**config.mk**
```make
export PLATFORM = sky130hd
export DESIGN_NAME = prcc_cell
export DESIGN_NICKNAME = d
export VERILOG_FILES = /design/src/rtl/core/prcc_pkg.sv /design/src/rtl/core/prcc_cell.sv
export VERILOG_INCLUDE_DIRS = /design/src /design/src/rtl/core
export SDC_FILE = /design/constraint.sdc
export NUM_CORES = 1
export LEC_CHECK = 0
export ABC_AREA = 1
export BUFFER_PORTS_ARGS = -buffer_cell sky130_fd_sc_hd__buf_2
export CORE_UTILIZATION = 48
export DETAILED_ROUTE_END_ITERATION = 12
export GPL_TIMING_DRIVEN = 0
export PLACE_DENSITY = 0.73
export SYNTH_ARGS = -nofsm -noshare
export SYNTH_HDL_FRONTEND = slang
export SYNTH_SLANG_ARGS = --single-unit
export TNS_END_PERCENT = 50
```
**constraint.sdc**
```tcl
create_clock -name clk_i -period 7 [get_ports clk_i]
set_clock_uncertainty 0.2 [all_clocks]
set_input_delay 1.05 -clock clk_i [delete_from_list [all_inputs] [get_ports clk_i]]
set_output_delay 1.05 -clock clk_i [all_outputs]
set_load 0.02 [all_outputs]
```
**src/rtl/core/pulse_return_conflict_counter_top_defines.svh**
```systemverilog
// Assertion macros shared by the core.
`ifndef PULSE_RETURN_CONFLICT_COUNTER_TOP_DEFINES_SVH
`define PULSE_RETURN_CONFLICT_COUNTER_TOP_DEFINES_SVH

// Plain property, checked on every clock edge outside reset.
`define PRCC_ASSERT(label, prop, msg) \
  label: assert property (@(posedge clk_i) disable iff (!rst_ni) (prop)) else $error(msg);

// Antecedent in this cycle, consequent in the next.
`define PRCC_NEXT(label, ante, cons, msg) \
  `PRCC_ASSERT(label, (ante) |=> (cons), msg)

`endif

```
**src/rtl/core/prcc_pkg.sv**
```systemverilog
package prcc_pkg;

  localparam int unsigned KeyW   = 64;
  localparam int unsigned RetW   = 4;
  localparam int unsigned CountW = 9;

  localparam logic [CountW-1:0] CountMax = 9'd511;

  typedef struct packed {
    logic            clear_first;
    logic [KeyW-1:0] pulse_time;
    logic [RetW-1:0] return_index;
  } req_t;

  typedef struct packed {
    logic [CountW-1:0] conflict_total;
    logic              repeat_seen;
    logic              table_full;
  } res_t;

  typedef struct packed {
    logic            vld;
    logic            clear;
    logic            done;
    logic            repeat_seen;
    logic            inc;
    logic [KeyW-1:0] key;
    logic [RetW-1:0] rn;
  } tok_t;

endpackage

```
**src/rtl/core/prcc_cell.sv**
```systemverilog
`include "pulse_return_conflict_counter_top_defines.svh"

module prcc_cell #(
  parameter int RETURN_BITS = 16
) (
  input  logic          clk_i,
  input  logic          rst_ni,
  input  prcc_pkg::tok_t tok_i,
  output prcc_pkg::tok_t tok_o
);

  logic                         valid_q, valid_d;
  logic [prcc_pkg::KeyW-1:0]    key_q, key_d;
  logic [RETURN_BITS-1:0]       mask_q, mask_d;
  logic                         conflict_q, conflict_d;
  prcc_pkg::tok_t               tok_q, tok_d;

  logic                         has_bit;
  logic [RETURN_BITS-1:0]       bit_vec;
  logic                         live;
  logic                         hit;
  logic                         seen;

  always_comb begin
    has_bit = 32'(tok_i.rn) < 32'(RETURN_BITS);
    bit_vec = has_bit ? (RETURN_BITS'(1) << tok_i.rn) : '0;
    live    = valid_q && !(tok_i.vld && tok_i.clear);
    hit     = live && (key_q == tok_i.key);
    seen    = |(mask_q & bit_vec);

    valid_d    = valid_q;
    key_d      = key_q;
    mask_d     = mask_q;
    conflict_d = conflict_q;
    tok_d      = tok_i;

    if (tok_i.vld && tok_i.clear) begin
      valid_d = 1'b0;
    end

    if (tok_i.vld && !tok_i.done) begin
      if (!live) begin
        valid_d    = 1'b1;
        key_d      = tok_i.key;
        mask_d     = bit_vec;
        conflict_d = 1'b0;
        tok_d.done = 1'b1;
      end else if (hit) begin
        tok_d.done = 1'b1;
        if (seen) begin
          tok_d.repeat_seen = 1'b1;
          if (!conflict_q) begin
            conflict_d = 1'b1;
            tok_d.inc  = 1'b1;
          end
        end else begin
          mask_d = mask_q | bit_vec;
        end
      end
    end
  end

  always_ff @(posedge clk_i or negedge rst_ni) begin
    if (!rst_ni) begin
      valid_q <= 1'b0;
      tok_q   <= '0;
    end else begin
      valid_q <= valid_d;
      tok_q   <= tok_d;
    end
  end

  always_ff @(posedge clk_i) begin
    key_q      <= key_d;
    mask_q     <= mask_d;
    conflict_q <= conflict_d;
  end

  assign tok_o = tok_q;

  `PRCC_NEXT(a_claim_open, !valid_q && tok_i.vld && !tok_i.done, valid_q && tok_o.done, "empty cell not claimed")
  `PRCC_NEXT(a_done_hold, tok_i.vld && tok_i.done, tok_o.vld && tok_o.done, "settled transaction reopened")
  `PRCC_NEXT(a_conflict_mark, tok_i.vld && !tok_i.done && hit && seen && !conflict_q, conflict_q && tok_o.inc, "first repeat not marked")

endmodule

```
==> results.sh <==
export IMPL_run_status="finished, final reports clean"
export IMPL_place_detailed_instances=870
export IMPL_timing_worst_slew_pin_value_ns=0.9402
export IMPL_instances_no_fill=902
export IMPL_synth_area_leader_cell="sky130_fd_sc_hd__edfxtp_1"
export IMPL_slew_limit_headroom_pct=37.32
export IMPL_xor_xnor_share_of_the_synthesized_area_pct=2.777
export IMPL_routabilityCongestion=0.8391
export IMPL_worstSetupPathType="input port to flip-flop"
export IMPL_clk_transition_reported_paths_ns=0.05
export IMPL_final_common_cell="sky130_fd_sc_hd__buf_2"
export IMPL_area_after_detailed_placement_um2=6995
export IMPL_vias=4168
export IMPL_internal_power_mw=1.628
export IMPL_cp_required_ns=6.84
export IMPL_finalSetupTns_ns=0
export IMPL_syn_nets=628
export IMPL_cts_repair_resized=0
export IMPL_cts_sinks=155
export IMPL_post_cts_buffers=0
export IMPL_share_clk_of_total_power_pct=43.2
export IMPL_layout_common_cells="sky130_fd_sc_hd__buf_2 (148), sky130_fd_sc_hd__nand2_1 (144), sky130_fd_sc_hd__nor2_1 (90)"
export IMPL_final_critical_period_ns=3.095
export IMPL_achievable_frequency_ghz=0.3231
export IMPL_finish_net_count=796
export IMPL_setup_repair_after_global_routing_missed_its_margin="false"
export IMPL_report_power_total_mw=2.124
export IMPL_grt_start_max_net_pins=75
export IMPL_number_of_buffer_cells_added_on_primary_ports=147
export IMPL_power_per_cell_area_nw_per_um2=279.3
export IMPL_ys_seq_area_share_pct=71.50
export IMPL_timing_reg2reg_worst_path_depth=9
export IMPL_ioPinCount=148
export IMPL_period_utilisation_layout_pct=44.22
export IMPL_cts_root_buf="sky130_fd_sc_hd__clkbuf_16"
export IMPL_synthTopCellsByArea="sky130_fd_sc_hd__edfxtp_1 (41%), sky130_fd_sc_hd__dfrtp_1 (31%), sky130_fd_sc_hd__nand2_1 (9.0%)"
export IMPL_postLayoutSetupSlackWorst_ns=3.905
export IMPL_proportion_of_layout_cells_with_a_drive_suffix_above_1_pct=26.57
export IMPL_mapped_avg_cell_area_um2=10.84
export IMPL_setup_viol=0
export IMPL_ir_worst_vdd_mv=0.1669
export IMPL_pwr_share_seq_pct=48.2
export IMPL_htreeDepth=4
export IMPL_wl_per_cell_um=12.63
export IMPL_synth_adder_area_share_pct=0
export IMPL_critPathLaunchType="input port"
export IMPL_tritoncts_num_buffers=17
export IMPL_drc=0
export IMPL_drt_antenna_violating_nets=0
export IMPL_worstReg2RegEnd="mask_q[5]"
export IMPL_synth_compound_area_share_pct=2.464
export IMPL_setup_slack_placement_ns=3.422
export IMPL_slew_viol_final=0
export IMPL_synth_top_family_by_area="simple AND/OR/NAND/NOR gates"
export IMPL_drt_initial_drc_count=309
export IMPL_maxCapViolCount=0
export IMPL_number_of_antenna_cells_inserted=0
export IMPL_dieHeight_um=113.7
export IMPL_synthesis_instances=553
export IMPL_holdCritStartpoint="mask_q[11]"
export IMPL_grt_first_pass_wirelength_mm=18.40
export IMPL_totalWireLength_mm=11.39
export IMPL_crit_path_max_fanout=16
export IMPL_yosys_register_bits=155
export IMPL_yosys_warnings=0
export IMPL_count_of_hold_buffers_inserted_by_post_cts_repair=0
export IMPL_end_kind="flip-flop"
export IMPL_total_standard_cell_area_after_synthesis_um2=5992
export IMPL_comb_power_share_pct=8.6
export IMPL_synth_distinct_cells=24
export IMPL_area_growth_syn_to_layout_pct=26.89
export IMPL_die_area_um2=12930
export IMPL_timing_hold_violations_final=0
export IMPL_holdWs_ns=0.3553
export IMPL_holdPathEnd="mask_q[11]"
export IMPL_floorplan_rows=40
export IMPL_timing_critical_path_arrival_ns=2.94
export IMPL_clock_insertion_delay_worst_skew_ns=0.43
export IMPL_number_of_cells_on_the_worst_hold_path=1
export IMPL_drt_pass1_iter_count=4
export IMPL_total_switching_power_mw=0.4961
export IMPL_postLayoutCellArea_um2=7604
export IMPL_static_leak_nw=3.725
export IMPL_detailedPlacementHpwl_mm=7.985
export IMPL_worstReg2RegStart="key_q[54]"
export IMPL_vias_cell=4.621
export IMPL_number_of_global_route_vias_before_repair=4031
export IMPL_min_delay_path_class="flip-flop to flip-flop"
export IMPL_swShare_pct=23.36
export IMPL_die_width_um=113.7
export IMPL_cts_max_path_buffers=2
export IMPL_synth_top_cell_area_share_pct=40.59
export IMPL_yosys_mux_area_fraction_pct=0
export IMPL_tritoncts="done"
export IMPL_initial_utilization_pct=49.47
export IMPL_overflow=0
export IMPL_grt_antenna_before_repair=0
export IMPL_floorplan_core_area_um2=12110
export IMPL_synth_simple_area_share_pct=17.02
export IMPL_final_core_utilization_pct=62.78
export IMPL_grt_use_total_pct=18.91
export IMPL_worst_r2r_setup_slack_ns=4.29
==> power groups by stage <==
stage               Sequential (mW)  Clock, mW  Combinational, mW
global route                   1.03      0.968              0.204
detailed placement             1.04          0              0.184
CTS                            1.02      0.934              0.186
floorplan                      1.07          0             0.0667
finish                         1.02      0.917              0.183
global placement               1.04          0              0.173
==> cell type report <==
type	instances	area [um^2]
plain buffers	6	36.28
clock buffers	22	506.7
clock inverters	10	101.3
fillers	1004	4508
inverters	90	337.8
multi-input cells	302	1341
flip-flops and latches	155	4284
well taps	168	210.2
repair buffers	149	785.8
==> critical path, cell delays in order <==
cell                      delay (ns)
sky130_fd_sc_hd__buf_2          0.12
sky130_fd_sc_hd__xor2_1         0.15
sky130_fd_sc_hd__nor2_1         0.10
sky130_fd_sc_hd__nand2_1        0.06
sky130_fd_sc_hd__nor2_1         0.15
sky130_fd_sc_hd__nand2_1        0.08
sky130_fd_sc_hd__nor2_1         0.27
sky130_fd_sc_hd__nand3_1        0.20
sky130_fd_sc_hd__a21oi_2        0.74
==> kinds of logic (layout without fill, tap and decap cells) <==
logic type             count (synthesis)  count (layout)
XOR/XNOR                              19              19
buffers and inverters                 96             277
flip-flops                           155             155
AO/OA/AOI/OAI                         25              25
AND/OR/NAND/NOR                      258             258
==> how the worst max path moves through the flow <==
stage / from / endpoint / slack (ns)
6_report: tok_i[36] / mask_q[5] / 3.90
5_1_grt: tok_i[63] / mask_q[15] / 3.62
4_1_cts: tok_i[36] / mask_q[11] / 3.87
3_5_place_dp: tok_i[36] / mask_q[10] / 3.42
3_3_place_gp: tok_i[70] / mask_q[10] / -0.34
2_1_floorplan: tok_i[70] / mask_q[0] / 1.44
==> synthesized netlist by cell type, drive strengths merged <==
cell / number
a32o: 2
dfrtp: 74
a21o: 1
inv: 90
xor2: 19
buf: 5
nor3: 2
clkbuf: 1
a22o: 1
nand4: 8
nand2: 144
nand3: 11
o21bai: 1
edfxtp: 81
o21ai: 18
a21oi: 2
nor2: 93
==> state kept, by name, indices dropped and copies added (netlist names) <==
register    cells
key_q          64
conflict_q      1
tok_o          73
mask_q         16
valid_q         1
==> per-layer routing <==
metal,vias to the layer above,routed length (um),track usage [%]
li1,2069,-,-
met1,1968,4962,22.44
met2,109,5703,31.99
met3,22,451,4.145
met4,0,276,10.70
met5,-,0,0
No activity file was read; power rests on OpenSTA's default activity.
