### src/rtl/core/pulse_return_conflict_counter_top_defines.svh
// Assertion macros shared by the core.
`ifndef PULSE_RETURN_CONFLICT_COUNTER_TOP_DEFINES_SVH
`define PULSE_RETURN_CONFLICT_COUNTER_TOP_DEFINES_SVH

// Plain property, checked on every clock edge outside reset.
`define PRCC_ASSERT(label, prop, msg) \
  label: assert property (@(posedge clk_i) disable iff (!rst_ni) (prop)) else $error(msg);

// Antecedent in this cycle, consequent in the next.
`define PRCC_NEXT(label, ante, cons, msg) \
  `PRCC_ASSERT(label, (ante) |=> (cons), msg)

`endif

### src/rtl/core/prcc_pkg.sv
package prcc_pkg;

  localparam int unsigned KeyW   = 64;
  localparam int unsigned RetW   = 4;
  localparam int unsigned CountW = 9;

  localparam logic [CountW-1:0] CountMax = 9'd511;

  typedef struct packed {
    logic            clear_first;
    logic [KeyW-1:0] pulse_time;
    logic [RetW-1:0] return_index;
  } req_t;

  typedef struct packed {
    logic [CountW-1:0] conflict_total;
    logic              repeat_seen;
    logic              table_full;
  } res_t;

  typedef struct packed {
    logic            vld;
    logic            clear;
    logic            done;
    logic            repeat_seen;
    logic            inc;
    logic [KeyW-1:0] key;
    logic [RetW-1:0] rn;
  } tok_t;

endpackage

### src/rtl/core/prcc_tally.sv
`include "pulse_return_conflict_counter_top_defines.svh"

module prcc_tally (
  input  logic           clk_i,
  input  logic           rst_ni,
  input  prcc_pkg::tok_t tok_i,
  output logic           res_valid_o,
  output prcc_pkg::res_t res_o
);

  logic [prcc_pkg::CountW-1:0] count_q, count_d;
  logic [prcc_pkg::CountW-1:0] base;
  logic [prcc_pkg::CountW-1:0] next_count;
  logic                        res_valid_q;
  prcc_pkg::res_t              res_q, res_d;

  always_comb begin
    base       = tok_i.clear ? '0 : count_q;
    next_count = (tok_i.inc && (base != prcc_pkg::CountMax)) ? base + 9'd1 : base;
    count_d    = tok_i.vld ? next_count : count_q;

    res_d.conflict_total = next_count;
    res_d.repeat_seen    = tok_i.repeat_seen;
    res_d.table_full     = !tok_i.done;
  end

  always_ff @(posedge clk_i or negedge rst_ni) begin
    if (!rst_ni) begin
      count_q     <= '0;
      res_valid_q <= 1'b0;
    end else begin
      count_q     <= count_d;
      res_valid_q <= tok_i.vld;
    end
  end

  always_ff @(posedge clk_i) begin
    res_q <= res_d;
  end

  assign res_valid_o = res_valid_q;
  assign res_o       = res_q;

  `PRCC_ASSERT(a_strobe, res_valid_o == $past(tok_i.vld), "result strobe lost or invented")
  `PRCC_NEXT(a_count_step, tok_i.vld && !tok_i.clear, count_q == $past(count_q) || count_q == $past(count_q) + 9'd1, "count moved by more than one")
  `PRCC_ASSERT(a_full_excl, !(res_valid_o && res_o.table_full && res_o.repeat_seen), "dropped transaction reported a repeat")

endmodule

### config.mk
export PLATFORM = sky130hd
export DESIGN_NAME = prcc_tally
export DESIGN_NICKNAME = d
export VERILOG_FILES = /design/src/rtl/core/prcc_pkg.sv /design/src/rtl/core/prcc_tally.sv
export VERILOG_INCLUDE_DIRS = /design/src /design/src/rtl/core
export SDC_FILE = /design/constraint.sdc
export NUM_CORES = 1
export LEC_CHECK = 0
export BUFFER_PORTS_ARGS = -buffer_cell sky130_fd_sc_hd__buf_4
export CAP_MARGIN = 10
export CORE_ASPECT_RATIO = 1.1
export CORE_UTILIZATION = 39
export CTS_BUF_LIST = sky130_fd_sc_hd__clkbuf_2
export CTS_CLUSTER_SIZE = 8
export DETAILED_ROUTE_END_ITERATION = 8
export GPL_ROUTABILITY_DRIVEN = 0
export GPL_TIMING_DRIVEN = 1
export MAX_ROUTING_LAYER = met4
export PLACE_DENSITY = 0.82
export SYNTH_ARGS = -nofsm -noshare
export SYNTH_HDL_FRONTEND = slang
export SYNTH_SLANG_ARGS = --single-unit
export TNS_END_PERCENT = 50
### constraint.sdc
create_clock -name clk_i -period 2.4 [get_ports clk_i]
set_input_delay 0.48 -clock clk_i [delete_from_list [all_inputs] [get_ports clk_i]]
set_output_delay 0.48 -clock clk_i [all_outputs]
set_load 0.02 [all_outputs]
==> impl_metrics.yaml, run 1 <==
synth:
  synth-edff-count: 0
  synth_top_cell_by_area: "dfrtp_1"
  synth_top_cell_area_share: 0.2491
  netlist_area_um2: 1005
  synthArstFlopShare: 0.4762
  ys_types: 38
  yosysSeqAreaShare: 0.4682
  ys_seq_elements: 21
  synth.net_count: 183
  synth_ff_type: "dfxtp_1"
  synthesis.instances: 106
  avgSynthCellArea_um2: 9.478
  synth_area_leaders: "dfrtp_1, dfxtp_1, nand2_1"
  ys_warn_count: 0
placed_design:
  dp_hpwl_mm: 1.483
  portBuffers: 18
  place_inst: 151
  post_dp_cell_area_um2: 1164
drt:
  drtIter0Drc: 28
  drt_wl_total_mm: 2.008
  vias: 882
  avgRoutedWirePerCell_um: 12.87
  dr.pass1.iters: 4
  final_antenna_net_count: 0
  remaining_drc_errors: 0
  viasPerCell: 5.654
sta:
  period_share: 0.8941
  finalSetupViolCount: 0
  timing.final.crit_period_ns: 2.146
  fin_setup_tns_ns: 0
  rsz0062_at_grt: "false"
  max_freq_mhz: 466.0
  slew_viol_final: 0
  worstMarginPinSlew_ns: 0.3490
  final-hold-violation-count: 0
  slew_headroom: 0.7644
  whs_ns: 0.2587
  clock_skew_ns: 0.01576
worst_setup_path:
  crit_arrival_ns: 2.42
  worstPathMaxFanout: 8
  slowest_stage: "dfrtp_1"
  end_kind: "register"
  critPathBufInv: 1
  cp.required_ns: 2.67
  cp_cell_sequence: "nor2b_1 -> ha_1 -> nand2_1 -> nor3_1 -> ha_1 -> nand3b_1 -> buf_4 -> or3_1 -> a21oi_1"
  r2r_slack_ns: 0.25
  r2r-end: "res_o[6]$_DFF_P_"
  ff2ff_path_depth: 9
  crit_family: "simple AND/OR/NAND/NOR gates"
  crit_path_frequent_cell: "ha_1"
  crit_path_max_incr_delay_ns: 0.45
  crit_path_start: "count_q[1]$_DFFE_PN0P_"
  criticalPathCategory: "reg -> reg"
  cp-endpoint: "res_o[6]$_DFF_P_"
  rr_startpoint: "count_q[1]$_DFFE_PN0P_"
  worstSetupStartpointType: "register"
  cp.depth: 9
flow_run:
  drv_cap: 0
cells_and_area:
  fin_cells: 156
  n_fill_cell: 225
  antenna_cells: 0
  drive_above_1_share: 0.2302
  nNetsFinal: 204
  fin_area_um2: 1194
  syn_to_final_growth_pct: 18.80
power:
  power.total_w: 0.0006517
  p_per_area_nw_per_um2: 546.0
  power.leakage_nw: 0.5106
  irDropWorstVdd_mv: 0.3759
floorplanning:
  fp.dieW_um: 50.40
  rows: 18
  coreArea_um2: 2342
  start_util: 0.4290
  dieArea_um2: 2784
  io_pins: 87
  die_h_um: 55.24
clocking:
  cts.sinks: 21
  insertion_delay_ns: 0.32
  cts_buffer_depth: 2
  cts_tree: "done"
  cts_buffers: 3
  clk_pin_slew_worst_paths_ns: 0.19
  cts_setup_buffers: 0
  h-tree-depth: 1
  cts_resized: 0
  root_buffer: "clkbuf_2"
grt:
  grt_pass1_vias: 782
  antenna_found_initial: 0
  grtUsageTotal: 0.1602
  grt_max_degree: 17
  grt-ovfl-total: 0
  grt_pass1_wl_mm: 3.318
status:
  status: "finished clean"
hold_path:
  min_path_type: "in -> reg"
  whs_path_depth: 1
where the power goes:
part	total [W]	switching, W	internal [W]
clock network	0.000145	0.000101	0.0000441
registers	0.000397	0.0000234	0.000374
logic	0.000110	0.0000585	0.0000512
sequential cells by signal (all words and copies together), names as in the netlist:
name / flops
count_q: 9
res_o: 11
res_valid_o: 1
placed cells by master, fill, tap and decap left out, types with 2 or more instances in the layout:
cell       n
dfrtp_1   10
or3_1      2
buf_4     22
o311ai_0   2
a21oi_1    4
nor2_1     3
inv_1      5
ha_1       2
o211ai_1   4
nand2_1   11
dfxtp_1   11
or4_1      3
a32o_1     2
nand2b_1   6
clkbuf_2   4
o21ai_0    5
nand4_1    3
nor3_1     2
nand3_1    4
nor2b_1    4
cells by family after synthesis:
logic type                 share of synthesized area
DFF                                           0.4682
adders and majority gates                    0.02490
xor gates and xnor gates                     0.01744
buffers and inverters                        0.06227
AOI/OAI and AO/OA                             0.1681
muxes                                       0.009963
and+or+nand+nor                               0.2491
timing repair:
item / CTS / global route
hold buffers: 1 / 0
hold endpoints to repair: 10 / 0
setup endpoints to repair: 0 / 0
stage by stage:
stage | utilization | worst slack [ns]
floorplan | - | 0.1481
global placement | 0.4968 | 0.1276
detailed placement | 0.4968 | 0.07592
CTS | 0.5096 | 0.2265
global route | 0.5096 | 0.03299
finish | 0.5096 | 0.2540
layout make-up:
class,instances,area [µm²],share of cell area
flip-flops and latches,21,470.5,0.3941
clock buffers,4,20.02,0.01677
well taps,30,37.54,0.03145
repair buffers,23,175.2,0.1468
multi-input cells,73,471.7,0.3952
inverters,5,18.77,0.01572
layer usage:
| metal | vias up | share of wire | track usage |
|---|---|---|---|
| met5 | - | 0 | - |
| met4 | 0 | 0.020 | 0.08333 |
| met3 | 5 | 0.061 | 0.02479 |
| met2 | 45 | 0.48 | 0.2743 |
| met1 | 406 | 0.44 | 0.1750 |
| li1 | 426 | - | - |
cells in the mapped netlist, types with 2 or more instances:
cell and number:
a21oi_1 4, a32o_1 2, buf_2 2, buf_4 2, clkbuf_1 2, dfrtp_1 10, dfxtp_1 11, ha_1 2
inv_1 5, nand2_1 11, nand2b_1 6, nand3_1 4, nand4_1 3, nor2_1 3, nor2b_1 4, nor3_1 2
o211ai_1 4, o21ai_0 5, o311ai_0 2, or3_1 2, or4_1 3
how the worst min path moves through the flow:
stage | end | slack, ns | startpoint
detailed placement | res_valid_o$_DFF_PN0_ | 0.32 | rst_ni
floorplan | count_q[0]$_DFFE_PN0P_ | 0.18 | rst_ni
finish | res_o[1]$_DFF_P_ | 0.26 | tok_i[69]
global route | res_o[1]$_DFF_P_ | 0.21 | tok_i[69]
global placement | res_valid_o$_DFF_PN0_ | 0.32 | rst_ni
CTS | res_o[1]$_DFF_P_ | 0.24 | tok_i[69]
(Power assumes the default switching activity.)
==> run 2, diff against run 1 <==
CTS_CLUSTER_DIAMETER = 60   (was unset)
RECOVER_POWER = 100   (was unset)
SKIP_CTS_REPAIR_TIMING = 1   (was unset)
==> impl_metrics.yaml, run 2 (synthesis results as in run 1) <==
status:
  status: "finished clean"
clocking:
  clk_pin_slew_worst_paths_ns: 0.17
  cts.sinks: 21
  root_buffer: "clkbuf_2"
  insertion_delay_ns: 0.32
  cts_buffers: 3
  cts_buffer_depth: 2
  cts_tree: "done"
  h-tree-depth: 1
grt:
  grt_max_degree: 17
  grt_pass1_vias: 780
  antenna_found_initial: 0
  grt-ovfl-total: 0
  grtUsageTotal: 0.1602
  grt_pass1_wl_mm: 3.318
worst_setup_path:
  criticalPathCategory: "reg -> reg"
  worstSetupStartpointType: "register"
  ff2ff_path_depth: 9
  rr_startpoint: "count_q[1]$_DFFE_PN0P_"
  end_kind: "register"
  r2r-end: "count_q[5]$_DFFE_PN0P_"
  cp.required_ns: 2.61
  worstPathMaxFanout: 5
  r2r_slack_ns: 0.23
  crit_arrival_ns: 2.38
cells_and_area:
  n_fill_cell: 231
  nNetsFinal: 204
  postLayoutCoreUtil: 0.4850
  antenna_cells: 0
  drive_above_1_share: 0.1032
  final_common_cell: "clkbuf_1"
  syn_to_final_growth_pct: 13.08
  largest_reg_flops: 11
  final_cell_mix: "clkbuf_1, nand2_1, dfxtp_1"
floorplanning:
  io_pins: 87
  fp.dieW_um: 50.40
  die_h_um: 55.24
  coreArea_um2: 2342
  start_util: 0.4290
  dieArea_um2: 2784
  rows: 18
hold_path:
  worstHoldEndpoint: "res_o[1]$_DFF_P_"
  min_path_type: "in -> reg"
  whs_path_depth: 1
  hp-start: "tok_i[69]"
drt:
  viasPerCell: 5.532
  drt_wl_total_mm: 2.018
  drtIter0Drc: 18
  vias: 863
  avgRoutedWirePerCell_um: 12.94
  dr.pass1.iters: 4
  final_antenna_net_count: 0
  remaining_drc_errors: 0
power:
  power.leakage_nw: 0.4511
  p_per_area_nw_per_um2: 563.7
  irDropWorstVdd_mv: 0.3709
sta:
  period_share: 0.9028
  slew_viol_final: 0
  whs_ns: 0.2808
  max_freq_mhz: 461.5
  rsz0062_at_grt: "false"
  finalSetupViolCount: 0
  timing.final.crit_period_ns: 2.167
  slew_headroom: 0.5732
  fin_setup_tns_ns: 0
  final-hold-violation-count: 0
  worstMarginPinSlew_ns: 0.6402
  clock_skew_ns: 0.01769
placed_design:
  dp_hpwl_mm: 1.483
  portBuffers: 18
flow_run:
  drv_cap: 0
## run 2: changes by cell type in the layout (fill, tap and decap cells not counted), sizes merged
| cell | change |
|---|---|
| buf | -17 |
| clkbuf | +17 |
## run 2: report_power, final
part | total (W) | leakage, nW | internal [W] | switching, W
Sequential | 0.000397 | 0.224 | 0.000374 | 0.0000236
Combinational | 0.0000977 | 0.211 | 0.0000394 | 0.0000583
Clock | 0.000145 | 0.0166 | 0.0000441 | 0.000101
## run 2: per-layer routing
metal	wire length (µm)	GRT usage	up-vias
met3	109	0.02479	5
met1	890	0.1750	399
met4	42	0.08333	0
li1	-	-	426
met5	0	-	-
met2	974	0.2743	33
## run 2: worst max-delay path by stage
| stage | depth (start not counted) | slack (ns) | end | from |
|---|---|---|---|---|
| 6_report | 9 | 0.23 | count_q[5]$_DFFE_PN0P_ | count_q[1]$_DFFE_PN0P_ |
| 4_1_cts | 8 | 0.23 | count_q[7]$_DFFE_PN0P_ | count_q[1]$_DFFE_PN0P_ |
| 5_1_grt | 8 | 0.03 | count_q[7]$_DFFE_PN0P_ | count_q[1]$_DFFE_PN0P_ |
| 2_1_floorplan | 9 | 0.15 | count_q[5]$_DFFE_PN0P_ | tok_i[71] |
| 3_3_place_gp | 11 | 0.13 | res_o[6]$_DFF_P_ | tok_i[71] |
| 3_5_place_dp | 11 | 0.08 | res_o[6]$_DFF_P_ | tok_i[71] |
## run 2: critical path: stages (launching register included)
cell	delay (ns)
dfrtp_1	0.44
nor2b_1	0.21
ha_1	0.22
nand2_1	0.06
nor3_1	0.18
ha_1	0.24
nand2b_1	0.17
clkbuf_1	0.18
nor3_1	0.07
a311o_1	0.31
## run 2: layout make-up
| class | count | area (µm²) | area share |
|---|---|---|---|
| clock buffer | 4 | 20.02 | 0.01762 |
| sequential | 21 | 470.5 | 0.4141 |
| tap | 30 | 37.54 | 0.03304 |
| timing repair buffer | 23 | 118.9 | 0.1046 |
| multi-input combinational | 73 | 470.5 | 0.4141 |
| inverter | 5 | 18.77 | 0.01652 |
## run 2: metrics by stage
| step | cell area [µm²] | power, W | cells | setup WS [ns] |
|---|---|---|---|---|
| after CTS | 1184 | 0.0006584 | 155 | 0.2265 |
| after detailed placement | 1164 | 0.0005121 | 151 | 0.07592 |
| after floorplan | 1005 | 0.0004666 | 106 | 0.1481 |
| after global placement | 1164 | 0.0005058 | 151 | 0.1276 |
| final | 1136 | 0.0006404 | 156 | 0.2333 |
| after global routing | 1136 | 0.0006751 | 156 | 0.03297 |
==> run 3, diff against run 2 <==
SETUP_SLACK_MARGIN = 0.3   (was unset)
==> impl_metrics.yaml, run 3 (synthesis results as in run 1) <==
status:
  status: "finished clean"
worst_setup_path:
  worstPathMaxFanout: 4
  worstSetupStartpointType: "register"
  end_kind: "register"
  crit_arrival_ns: 2.35
  cp.required_ns: 2.60
  criticalPathCategory: "reg -> reg"
sta:
  max_freq_mhz: 464.9
  slew_viol_final: 0
  period_share: 0.8962
  finalSetupViolCount: 0
  clock_skew_ns: 0.008833
  rsz0062_at_grt: "false"
  fin_setup_tns_ns: 0
  timing.final.crit_period_ns: 2.151
  slew_headroom: 0.5332
  worstMarginPinSlew_ns: 0.7001
  final-hold-violation-count: 0
floorplanning:
  dieArea_um2: 2784
  fp.dieW_um: 50.40
  die_h_um: 55.24
  io_pins: 87
  rows: 18
  start_util: 0.4290
  coreArea_um2: 2342
cells_and_area:
  nNetsFinal: 211
  syn_to_final_growth_pct: 22.91
  fin_area_um2: 1235
  postLayoutCoreUtil: 0.5272
  largest_reg_flops: 11
  antenna_cells: 0
  final_common_cell: "clkbuf_1"
  drive_above_1_share: 0.2256
  final_cell_mix: "clkbuf_1, dfxtp_1, nand2_1, buf_4, dfrtp_1"
power:
  power.leakage_nw: 0.4927
  irDropWorstVdd_mv: 0.3647
  p_per_area_nw_per_um2: 535.5
drt:
  drt_wl_total_mm: 2.210
  viasPerCell: 5.528
  drtIter0Drc: 20
  avgRoutedWirePerCell_um: 13.56
  final_antenna_net_count: 0
  dr.pass1.iters: 4
  vias: 901
  remaining_drc_errors: 0
grt:
  grt-ovfl-total: 0
  grt_max_degree: 17
  grt_pass1_wl_mm: 3.622
  antenna_found_initial: 0
  grt_pass1_vias: 819
  grtUsageTotal: 0.1750
clocking:
  insertion_delay_ns: 0.31
  cts_buffers: 3
  clk_pin_slew_worst_paths_ns: 0.20
  cts_buffer_depth: 2
  root_buffer: "clkbuf_2"
  cts.sinks: 21
  cts_tree: "done"
  h-tree-depth: 1
hold_path:
  min_path_type: "in -> reg"
placed_design:
  portBuffers: 18
  dp_hpwl_mm: 1.548
  post_dp_cell_area_um2: 1186
flow_run:
  drv_cap: 0
run 3: critical path, cell delays in order, from the launching register on:
cell and delay, ns:
dfrtp_1 0.44, nor2b_4 0.14, ha_1 0.22, nand2_2 0.06
nor3_1 0.05, ha_1 0.23, nand4b_1 0.26, o311ai_0 0.45
o311ai_1 0.18
run 3: path summary, 6_finish.rpt:
kind	start	to	slack [ns]	cells after the start
setup / recovery	count_q[1]$_DFFE_PN0P_	count_q[7]$_DFFE_PN0P_	0.25	8
hold / removal	tok_i[69]	res_o[1]$_DFF_P_	0.27	1
setup reg to reg	count_q[1]$_DFFE_PN0P_	count_q[7]$_DFFE_PN0P_	0.25	8
hold reg to reg	count_q[8]$_DFFE_PN0P_	count_q[8]$_DFFE_PN0P_	0.52	1
max in group asynchronous	rst_ni	count_q[5]$_DFFE_PN0P_	1.35	2
min in group asynchronous	rst_ni	count_q[1]$_DFFE_PN0P_	0.64	2
run 3: layer usage:
| metal | routed length [µm] | vias to the layer above | global-route usage | part of all wire |
|---|---|---|---|---|
| met4 | 17 | 0 | 0.09127 | 0.0077 |
| met2 | 1154 | 22 | 0.2819 | 0.52 |
| met1 | 972 | 438 | 0.2038 | 0.44 |
| met3 | 66 | 2 | 0.03306 | 0.030 |
| li1 | - | 439 | - | - |
| met5 | 0 | - | - | 0 |
run 3: power by group:
part | switching, W | total (W) | internal [W] | leakage (nW)
Combinational | 0.0000674 | 0.000122 | 0.0000548 | 0.256
Sequential | 0.0000204 | 0.000396 | 0.000375 | 0.221
Clock | 0.000106 | 0.000144 | 0.0000378 | 0.0164
run 3: cell type report:
class / count / area [µm²]
clock buffers: 3 / 15.01
clock inverters: 1 / 5.005
fillers: 239 / 1107
inverters: 5 / 18.77
multi-input cells: 73 / 510.5
flip-flops and latches: 21 / 473.0
well taps: 30 / 37.54
repair buffers: 30 / 175.2
run 3: metrics by stage:
step / worst slack, ns / hold WS (ns) / power (W) / cells
global route: 0.1477 / 0.2149 / 0.0007030 / 163
floorplan: 0.3140 / 0.1844 / 0.0004675 / 106
detailed placement: 0.06930 / 0.3200 / 0.0005131 / 153
finish: 0.2492 / 0.2668 / 0.0006614 / 163
global placement: 0.1128 / 0.3196 / 0.0005068 / 153
CTS: 0.2321 / -0.06486 / 0.0006547 / 157
